==> src/rtl/mhrf_pkg.sv <==
// shared types and constants for the mesh hop receive filter
package mhrf_pkg;

	localparam int unsigned ID_W     = 32;
	localparam int unsigned SEQ_W    = 8;
	localparam int unsigned TTL_W    = 8;
	localparam int unsigned CFG_IDX_W = 1;
	localparam int unsigned CFG_DATA_W = 32;

	typedef enum logic [0:0] {
		REQ_DATA = 1'b0,
		REQ_ACK  = 1'b1
	} req_type_t;

	typedef enum logic [CFG_IDX_W-1:0] {
		CFG_DEVICE_ID = 1'b0,
		CFG_ROLE      = 1'b1
	} cfg_reg_t;

	typedef enum logic [0:0] {
		ROLE_HOME = 1'b0,
		ROLE_NODE = 1'b1
	} role_t;

	typedef enum logic [2:0] {
		ST_BUSY          = 3'd0,
		ST_NOT_OURS      = 3'd1,
		ST_DUPLICATE     = 3'd2,
		ST_DELIVERED     = 3'd3,
		ST_FORWARDED     = 3'd4,
		ST_TTL_EXPIRED   = 3'd5,
		ST_ACK_CONFIRMED = 3'd6,
		ST_ACK_IGNORED   = 3'd7
	} status_t;

	typedef struct packed {
		logic [0:0]       req_type;
		logic [ID_W-1:0]  receiver_id;
		logic [ID_W-1:0]  sender_id;
		logic [ID_W-1:0]  source_id;
		logic [SEQ_W-1:0] seq_num;
		logic [TTL_W-1:0] ttl;
	} req_t;

	typedef struct packed {
		status_t          status;
		logic             ack_send;
		logic [ID_W-1:0]  ack_dest;
		logic [SEQ_W-1:0] ack_seq;
		logic [TTL_W-1:0] fwd_ttl;
	} result_t;

	typedef enum logic [1:0] {
		CS_IDLE   = 2'd0,
		CS_MATCH  = 2'd1,
		CS_DECIDE = 2'd2
	} ctrl_state_t;

	// commands from the controller to the datapath
	typedef struct packed {
		logic load;
		logic compare;
		logic decide;
	} dp_cmd_t;

endpackage

==> src/rtl/mhrf_ctrl.sv <==
// controller state machine: sequences load, compare and decide steps
module mhrf_ctrl
	import mhrf_pkg::*;
(
	input  logic    clk,
	input  logic    arst_n,
	input  logic    start,
	output logic    busy,
	output dp_cmd_t cmd
);

	ctrl_state_t state_q;
	ctrl_state_t state_d;

	always_ff @(posedge clk or negedge arst_n) begin
		if (!arst_n) begin
			state_q <= CS_IDLE;
		end else begin
			state_q <= state_d;
		end
	end

	always_comb begin
		state_d = state_q;
		case (state_q)
			CS_IDLE: begin
				if (start) begin
					state_d = CS_MATCH;
				end
			end
			CS_MATCH:  state_d = CS_DECIDE;
			CS_DECIDE: state_d = CS_IDLE;
			default:   state_d = CS_IDLE;
		endcase
	end

	always_comb begin
		busy        = 1'b1;
		cmd.load    = 1'b0;
		cmd.compare = 1'b0;
		cmd.decide  = 1'b0;
		case (state_q)
			CS_IDLE: begin
				busy     = 1'b0;
				cmd.load = start;
			end
			CS_MATCH:  cmd.compare = 1'b1;
			CS_DECIDE: cmd.decide = 1'b1;
			default:   busy = 1'b1;
		endcase
	end

endmodule

==> src/rtl/mhrf_datapath.sv <==
// datapath: config registers, seen-pair ring, ack wait and result register
module mhrf_datapath
	import mhrf_pkg::*;
#(
	parameter int unsigned SEEN_DEPTH = 16
) (
	input  logic                  clk,
	input  logic                  arst_n,
	input  dp_cmd_t               cmd,
	input  req_t                  req,
	input  logic                  cfg_we,
	input  logic [CFG_IDX_W-1:0]  cfg_index,
	input  logic [CFG_DATA_W-1:0] cfg_data,
	output logic                  result_valid,
	output result_t               result
);

	localparam int unsigned PTR_W = (SEEN_DEPTH > 1) ? $clog2(SEEN_DEPTH) : 1;
	localparam logic [PTR_W-1:0] PTR_LAST = PTR_W'(SEEN_DEPTH - 1);

	logic [ID_W-1:0]       device_id_q;
	role_t                 role_q;
	req_t                  item_s1;
	logic [SEEN_DEPTH-1:0] match_d;
	logic [SEEN_DEPTH-1:0] match_s2;
	logic [ID_W-1:0]       seen_src_q [SEEN_DEPTH];
	logic [SEQ_W-1:0]      seen_seq_q [SEEN_DEPTH];
	logic [SEEN_DEPTH-1:0] seen_vld_q;
	logic [PTR_W-1:0]      ptr_q;
	logic                  awaiting_q;
	logic [SEQ_W-1:0]      awaited_seq_q;
	logic                  res_valid_q;
	result_t               result_q;

	result_t res_d;
	logic    record;
	logic    arm;
	logic    disarm;
	logic    dev_hit;

	always_ff @(posedge clk or negedge arst_n) begin
		if (!arst_n) begin
			device_id_q <= '0;
			role_q      <= ROLE_NODE;
		end else if (cfg_we) begin
			case (cfg_reg_t'(cfg_index))
				CFG_DEVICE_ID: device_id_q <= cfg_data[ID_W-1:0];
				CFG_ROLE:      role_q <= role_t'(cfg_data[0]);
				default:       role_q <= role_q;
			endcase
		end
	end

	always_ff @(posedge clk) begin
		if (cmd.load) begin
			item_s1 <= req;
		end
	end

	// one comparator per ring entry
	always_comb begin
		for (int unsigned i = 0; i < SEEN_DEPTH; i++) begin
			match_d[i] = seen_vld_q[i] && (seen_src_q[i] == item_s1.source_id)
				&& (seen_seq_q[i] == item_s1.seq_num);
		end
	end

	always_ff @(posedge clk) begin
		if (cmd.compare) begin
			match_s2 <= match_d;
		end
	end

	always_comb begin
		dev_hit          = (item_s1.receiver_id == device_id_q);
		record           = 1'b0;
		arm              = 1'b0;
		disarm           = 1'b0;
		res_d.status     = ST_ACK_IGNORED;
		res_d.ack_send   = 1'b0;
		res_d.ack_dest   = '0;
		res_d.ack_seq    = '0;
		res_d.fwd_ttl    = '0;
		if (req_type_t'(item_s1.req_type) == REQ_DATA) begin
			if (awaiting_q) begin
				res_d.status = ST_BUSY;
			end else if (!dev_hit) begin
				res_d.status = ST_NOT_OURS;
			end else begin
				res_d.ack_send = 1'b1;
				res_d.ack_dest = item_s1.sender_id;
				res_d.ack_seq  = item_s1.seq_num;
				if (|match_s2) begin
					res_d.status = ST_DUPLICATE;
				end else begin
					record = 1'b1;
					if (role_q == ROLE_HOME) begin
						res_d.status = ST_DELIVERED;
					end else if (item_s1.ttl == '0) begin
						res_d.status = ST_TTL_EXPIRED;
					end else begin
						res_d.status  = ST_FORWARDED;
						res_d.fwd_ttl = item_s1.ttl - TTL_W'(1);
						arm           = 1'b1;
					end
				end
			end
		end else if (awaiting_q && dev_hit && (awaited_seq_q == item_s1.seq_num)) begin
			res_d.status = ST_ACK_CONFIRMED;
			disarm       = 1'b1;
		end
	end

	// ring payload, no reset: entries are gated by their valid bits
	always_ff @(posedge clk) begin
		if (cmd.decide && record) begin
			seen_src_q[ptr_q] <= item_s1.source_id;
			seen_seq_q[ptr_q] <= item_s1.seq_num;
		end
	end

	always_ff @(posedge clk or negedge arst_n) begin
		if (!arst_n) begin
			seen_vld_q    <= '0;
			ptr_q         <= '0;
			awaiting_q    <= 1'b0;
			awaited_seq_q <= '0;
			res_valid_q   <= 1'b0;
		end else begin
			res_valid_q <= cmd.decide;
			if (cmd.decide && record) begin
				seen_vld_q[ptr_q] <= 1'b1;
				ptr_q <= (ptr_q == PTR_LAST) ? '0 : ptr_q + PTR_W'(1);
			end
			if (cmd.decide && arm) begin
				awaiting_q    <= 1'b1;
				awaited_seq_q <= item_s1.seq_num;
			end else if (cmd.decide && disarm) begin
				awaiting_q <= 1'b0;
			end
		end
	end

	always_ff @(posedge clk) begin
		if (cmd.decide) begin
			result_q <= res_d;
		end
	end

	assign result_valid = res_valid_q;
	assign result       = result_q;

endmodule

==> src/rtl/mesh_hop_receive_filter.sv <==
// top level of the mesh hop receive filter
// a request accepted while idle is loaded, compared against the ring, then
//   decided, and its result is registered and given with a result strobe
// busy is high during the controller's compare and decide steps, so a new
//   request is taken only once the last one has been decided
// reset: arst_n clears the seen ring valid bits, the ack wait and the config registers
//   (device_id 0, role node); the result receiver cannot stall
module mesh_hop_receive_filter
	import mhrf_pkg::*;
#(
	parameter int unsigned SEEN_DEPTH = 16
) (
	input  logic                  clk,
	input  logic                  arst_n,
	input  logic                  start,
	output logic                  busy,
	input  req_t                  req,
	output logic                  result_valid,
	output result_t               result,
	input  logic                  cfg_valid,
	output logic                  cfg_ready,
	input  logic [CFG_IDX_W-1:0]  cfg_index,
	input  logic [CFG_DATA_W-1:0] cfg_data
);

	dp_cmd_t cmd;

	assign cfg_ready = 1'b1;

	mhrf_ctrl u_ctrl (
		.clk    (clk),
		.arst_n (arst_n),
		.start  (start),
		.busy   (busy),
		.cmd    (cmd)
	);

	mhrf_datapath #(
		.SEEN_DEPTH (SEEN_DEPTH)
	) u_datapath (
		.clk          (clk),
		.arst_n       (arst_n),
		.cmd          (cmd),
		.req          (req),
		.cfg_we       (cfg_valid & cfg_ready),
		.cfg_index    (cfg_index),
		.cfg_data     (cfg_data),
		.result_valid (result_valid),
		.result       (result)
	);

endmodule

==> config.mk <==
export PLATFORM = sky130hd
export DESIGN_NAME = mesh_hop_receive_filter
export DESIGN_NICKNAME = d
export VERILOG_FILES = /design/src/rtl/mhrf_pkg.sv /design/src/rtl/mhrf_ctrl.sv /design/src/rtl/mhrf_datapath.sv /design/src/rtl/mesh_hop_receive_filter.sv
export SDC_FILE = /design/constraint.sdc
export NUM_CORES = 1
export LEC_CHECK = 0
export BUFFER_PORTS_ARGS = -buffer_cell sky130_fd_sc_hd__buf_4
export CAP_MARGIN = 10
export CELL_PAD_IN_SITES_DETAIL_PLACEMENT = 0
export CELL_PAD_IN_SITES_GLOBAL_PLACEMENT = 1
export CORE_ASPECT_RATIO = 1.75
export CORE_UTILIZATION = 45
export CTS_CLUSTER_DIAMETER = 60
export DETAILED_ROUTE_END_ITERATION = 8
export PLACE_DENSITY_LB_ADDON = 0.1
export SETUP_SLACK_MARGIN = 0.02
export SLEW_MARGIN = 20
export SYNTH_ARGS = -nofsm -noshare
export SYNTH_HDL_FRONTEND = slang
export SYNTH_SLANG_ARGS = --single-unit
==> constraint.sdc <==
create_clock -name clk -period 15.8 [get_ports clk]
set_input_delay 0.79 -clock clk [delete_from_list [all_inputs] [get_ports clk]]
set_output_delay 0.79 -clock clk [all_outputs]
set_load 0.02 [all_outputs]
==> results.toml <==
[flow_run]
max-cap-violations = 0

[cts]
root_buffer = "clkbuf_16"
clk_pin_slew_ps = 70
tritoncts.num_buffers = 79
clock_tree_from_tritoncts = "yes"
cts_resized = 0
clk_sink_count = 886
clock_h_tree_levels = 3
clockBufferDepth = 3
insertion_delay_ps = 670

[drt]
viasPerCell = 5.35
num_vias = 18762
drtIter0Drc = 1119
drt_pre_antenna_iters = 5
drc = 0
wl_per_cell_um = 26.7
antenna_left = 0
total_routed_wirelength_um = 93700

[logic_synthesis]
yosysTopAreaCellShare = 0.691
synth_largest_area_cell = "edfxtp_1"
post_synth_instance_area_um2 = 35700
syn_avg_cell_area_um2 = 16.8
syn_nets = 2281
synth.ff_latch_count = 886
count_of_warnings_emitted_by_yosys = 0
synth.top_cells.by_area = "edfxtp_1 (69%), xnor2_1 (8.8%), xor2_1 (7.7%)"
synth.yosys.seq_area_share = 0.737
postSynthCellCount = 2125
yosys.cell_types.count = 45

[finish]
fillers = 6401
design_area_um2 = 41600
fin_nets = 2566
most_frequent_standard_cell_in_the_layout_excluding_fill_and_tap_cells = "edfxtp_1"
final_layout_size_suffix_gt1_frac = 0.199
multi_input_area_um2 = 9010
finish.utilization = 0.531
layout.cells.most_common_list = "edfxtp_1 (821), xnor2_1 (357), xor2_1 (315)"
register_area_um2 = 26300
syn2layout_area_growth_pct = 16.7

[worst_setup_path]
worst-path-buf-inv = 1
timing.setup.critical_path_class = "reg -> reg"
timing.critical_path.to_type = "flop"
critical_path.max_fanout = 22
critPathTopFamily = "simple AND/OR/NAND/NOR gates"
regToRegSetupSlack_ps = 11970
slowest_delay_ps = 670
timing.critical_path.from_type = "flop"
worst_ep_arrival_time_ps = 4190
sequence_of_cells_on_the_critical_path = "nor4_1, and4_1, nand2_1, or4_4, nor2_4, buf_16"
crit_path_top_delay_cell = "nor4_1"
required_arrival_time_at_the_worst_endpoint_ps = 16160

[die]
die-height_um = 374
chipWidth_um = 215
rows = 136
placeableCoreArea_um2 = 78400
floorplan.initialDensity = 0.455
ioPinCount = 205
die-area_um2 = 80500

[sta]
fin_worst_skew_ps = 29.0
worst_hold_slack_ps = 301
grt_setup_unrepaired = "false"
fmaxAchievable_ghz = 0.261
setup_tns_final_ps = 0
final_min_period_over_clock_period = 0.242
finalHoldViolCount = 0
worstMarginPinSlew_ps = 977
drv_slew = 0
timing.slew.headroom = 0.349
final-setup-viol-count = 0
layout_min_cycle_time_ps = 3830

[place]
dpl.hpwl_um = 58000
globalplace.congestion = 0.807
io_buffer_count = 203
total_placed_instance_area_um2 = 38900

[worst_hold_path]
timing.hold.worst.class = "in -> reg"

[global_route]
overall_overflow_remaining_after_global_route = 0
grt_first_pass_wirelength_um = 135000
largest_net_degree_at_the_start_of_global_routing = 63
grt_usage = 0.235
number_of_global_route_vias_before_repair = 19520
antenna_found_initial = 2

[pwr]
power_leakage_nw = 13.9
power-per-cell-area_nw_per_um2 = 120
ir_drop_mv = 0.107
power_mw = 4.99

[status]
outcome = "finished, final reports clean"
## worst reg2reg max path: stages, from the launching register on
cell	delay, ps
edfxtp_1	550
nor4_1	680
and4_1	540
nand2_1	250
or4_4	640
nor2_4	630
buf_16	250
## state kept, by name (all words and copies together) (netlist names)
register / count
u_ctrl.state_q: 2
u_datapath.role_q: 1
u_datapath.ptr_q: 4
u_datapath.match_s2: 16
u_datapath.awaiting_q: 1
u_datapath.seen_seq_q: 128
u_datapath.result: 52
u_datapath.device_id_q: 32
u_datapath.seen_vld_q: 16
u_datapath.item_s1: 113
u_datapath.seen_src_q: 512
u_datapath.awaited_seq_q: 8
u_datapath.result_valid: 1
## metal layers
metal,part of all wire,global-route usage,vias to the layer above,wire (um)
met4,0.024,0.0708,0,2270
met5,0,0,-,0
li1,-,-,8364,-
met2,0.53,0.425,488,49800
met1,0.40,0.289,9792,37600
met3,0.043,0.0353,118,4030
## area by class of cell
cell class              count  share of cell area
repair buffers            302              0.0589
flip-flops and latches    886               0.631
multi-input cells        1120               0.217
inverters                  21             0.00189
clock inverters            35             0.00661
diodes                      1           0.0000601
clock buffers             109              0.0535
well taps                1035              0.0311
## metrics by stage
step	setup slack [ps]	cells
floorplan	8910	2125
global placement	11690	3353
detailed placement	11650	3356
CTS	11640	3501
global route	11880	3508
finish	11970	3509
## power by group
group	total (mW)	switching [mW]	internal (mW)
registers	2.66	0.0289	2.63
clock network	1.90	0.852	1.05
logic	0.418	0.269	0.149
## worst paths after layout
check                           cells past startpoint                      start                           to
worst min-delay path                                1                    req[16]       u_datapath.item_s1[16]
worst max-delay path                                6     u_datapath.match_s2[0]  u_datapath.seen_seq_q[7][7]
max in group asynchronous                           3                     arst_n   u_datapath.device_id_q[17]
min in group asynchronous                           2                     arst_n      u_datapath.result_valid
worst max register to register                      6     u_datapath.match_s2[0]  u_datapath.seen_seq_q[7][7]
worst min register to register                      1  u_datapath.seen_vld_q[11]    u_datapath.seen_vld_q[11]
## cell families (layout without fill, tap and decap cells)
kind of cell / Yosys count / count (layout) / share of synthesized area
DFF: 886 / 886 / 0.737
other: 1 / 2 / 0.000105
and+or+nand+nor: 357 / 357 / 0.0592
AOI/OAI and AO/OA: 41 / 41 / 0.00898
adders and majority gates: 6 / 6 / 0.00210
muxes: 43 / 43 / 0.0138
buffers and inverters: 119 / 467 / 0.0143
xor gates and xnor gates: 672 / 672 / 0.165
## synthesized netlist by cell type, drive strengths merged
| cell type | count |
|---|---|
| dfrtp | 64 |
| nor2b | 5 |
| and4 | 1 |
| nand3 | 39 |
| nand2b | 1 |
| nor4 | 105 |
| a21oi | 5 |
| xor2 | 315 |
| inv | 21 |
| a21o | 1 |
| ha | 6 |
| nand4 | 90 |
| nor3 | 21 |
| a31o | 12 |
| or4 | 14 |
| nor3b | 1 |
| edfxtp | 821 |
| o41ai | 3 |
| o2111ai | 2 |
| o21ai | 3 |
| and2 | 38 |
| o21bai | 4 |
| clkbuf | 37 |
| mux2 | 43 |
| nand2 | 20 |
| conb | 1 |
| o2bb2ai | 1 |
| a22oi | 1 |
| o22ai | 5 |
| buf | 61 |
| a221oi | 1 |
| a222oi | 3 |
| or2 | 1 |
| dfstp | 1 |
| nor2 | 21 |
| xnor2 | 357 |
## repair_timing
item | CTS | global route
hold endpoints to repair | 3 | 0
hold buffers | 1 | 0
buffers inserted | 0 | 0
(Power assumes the default switching activity.)
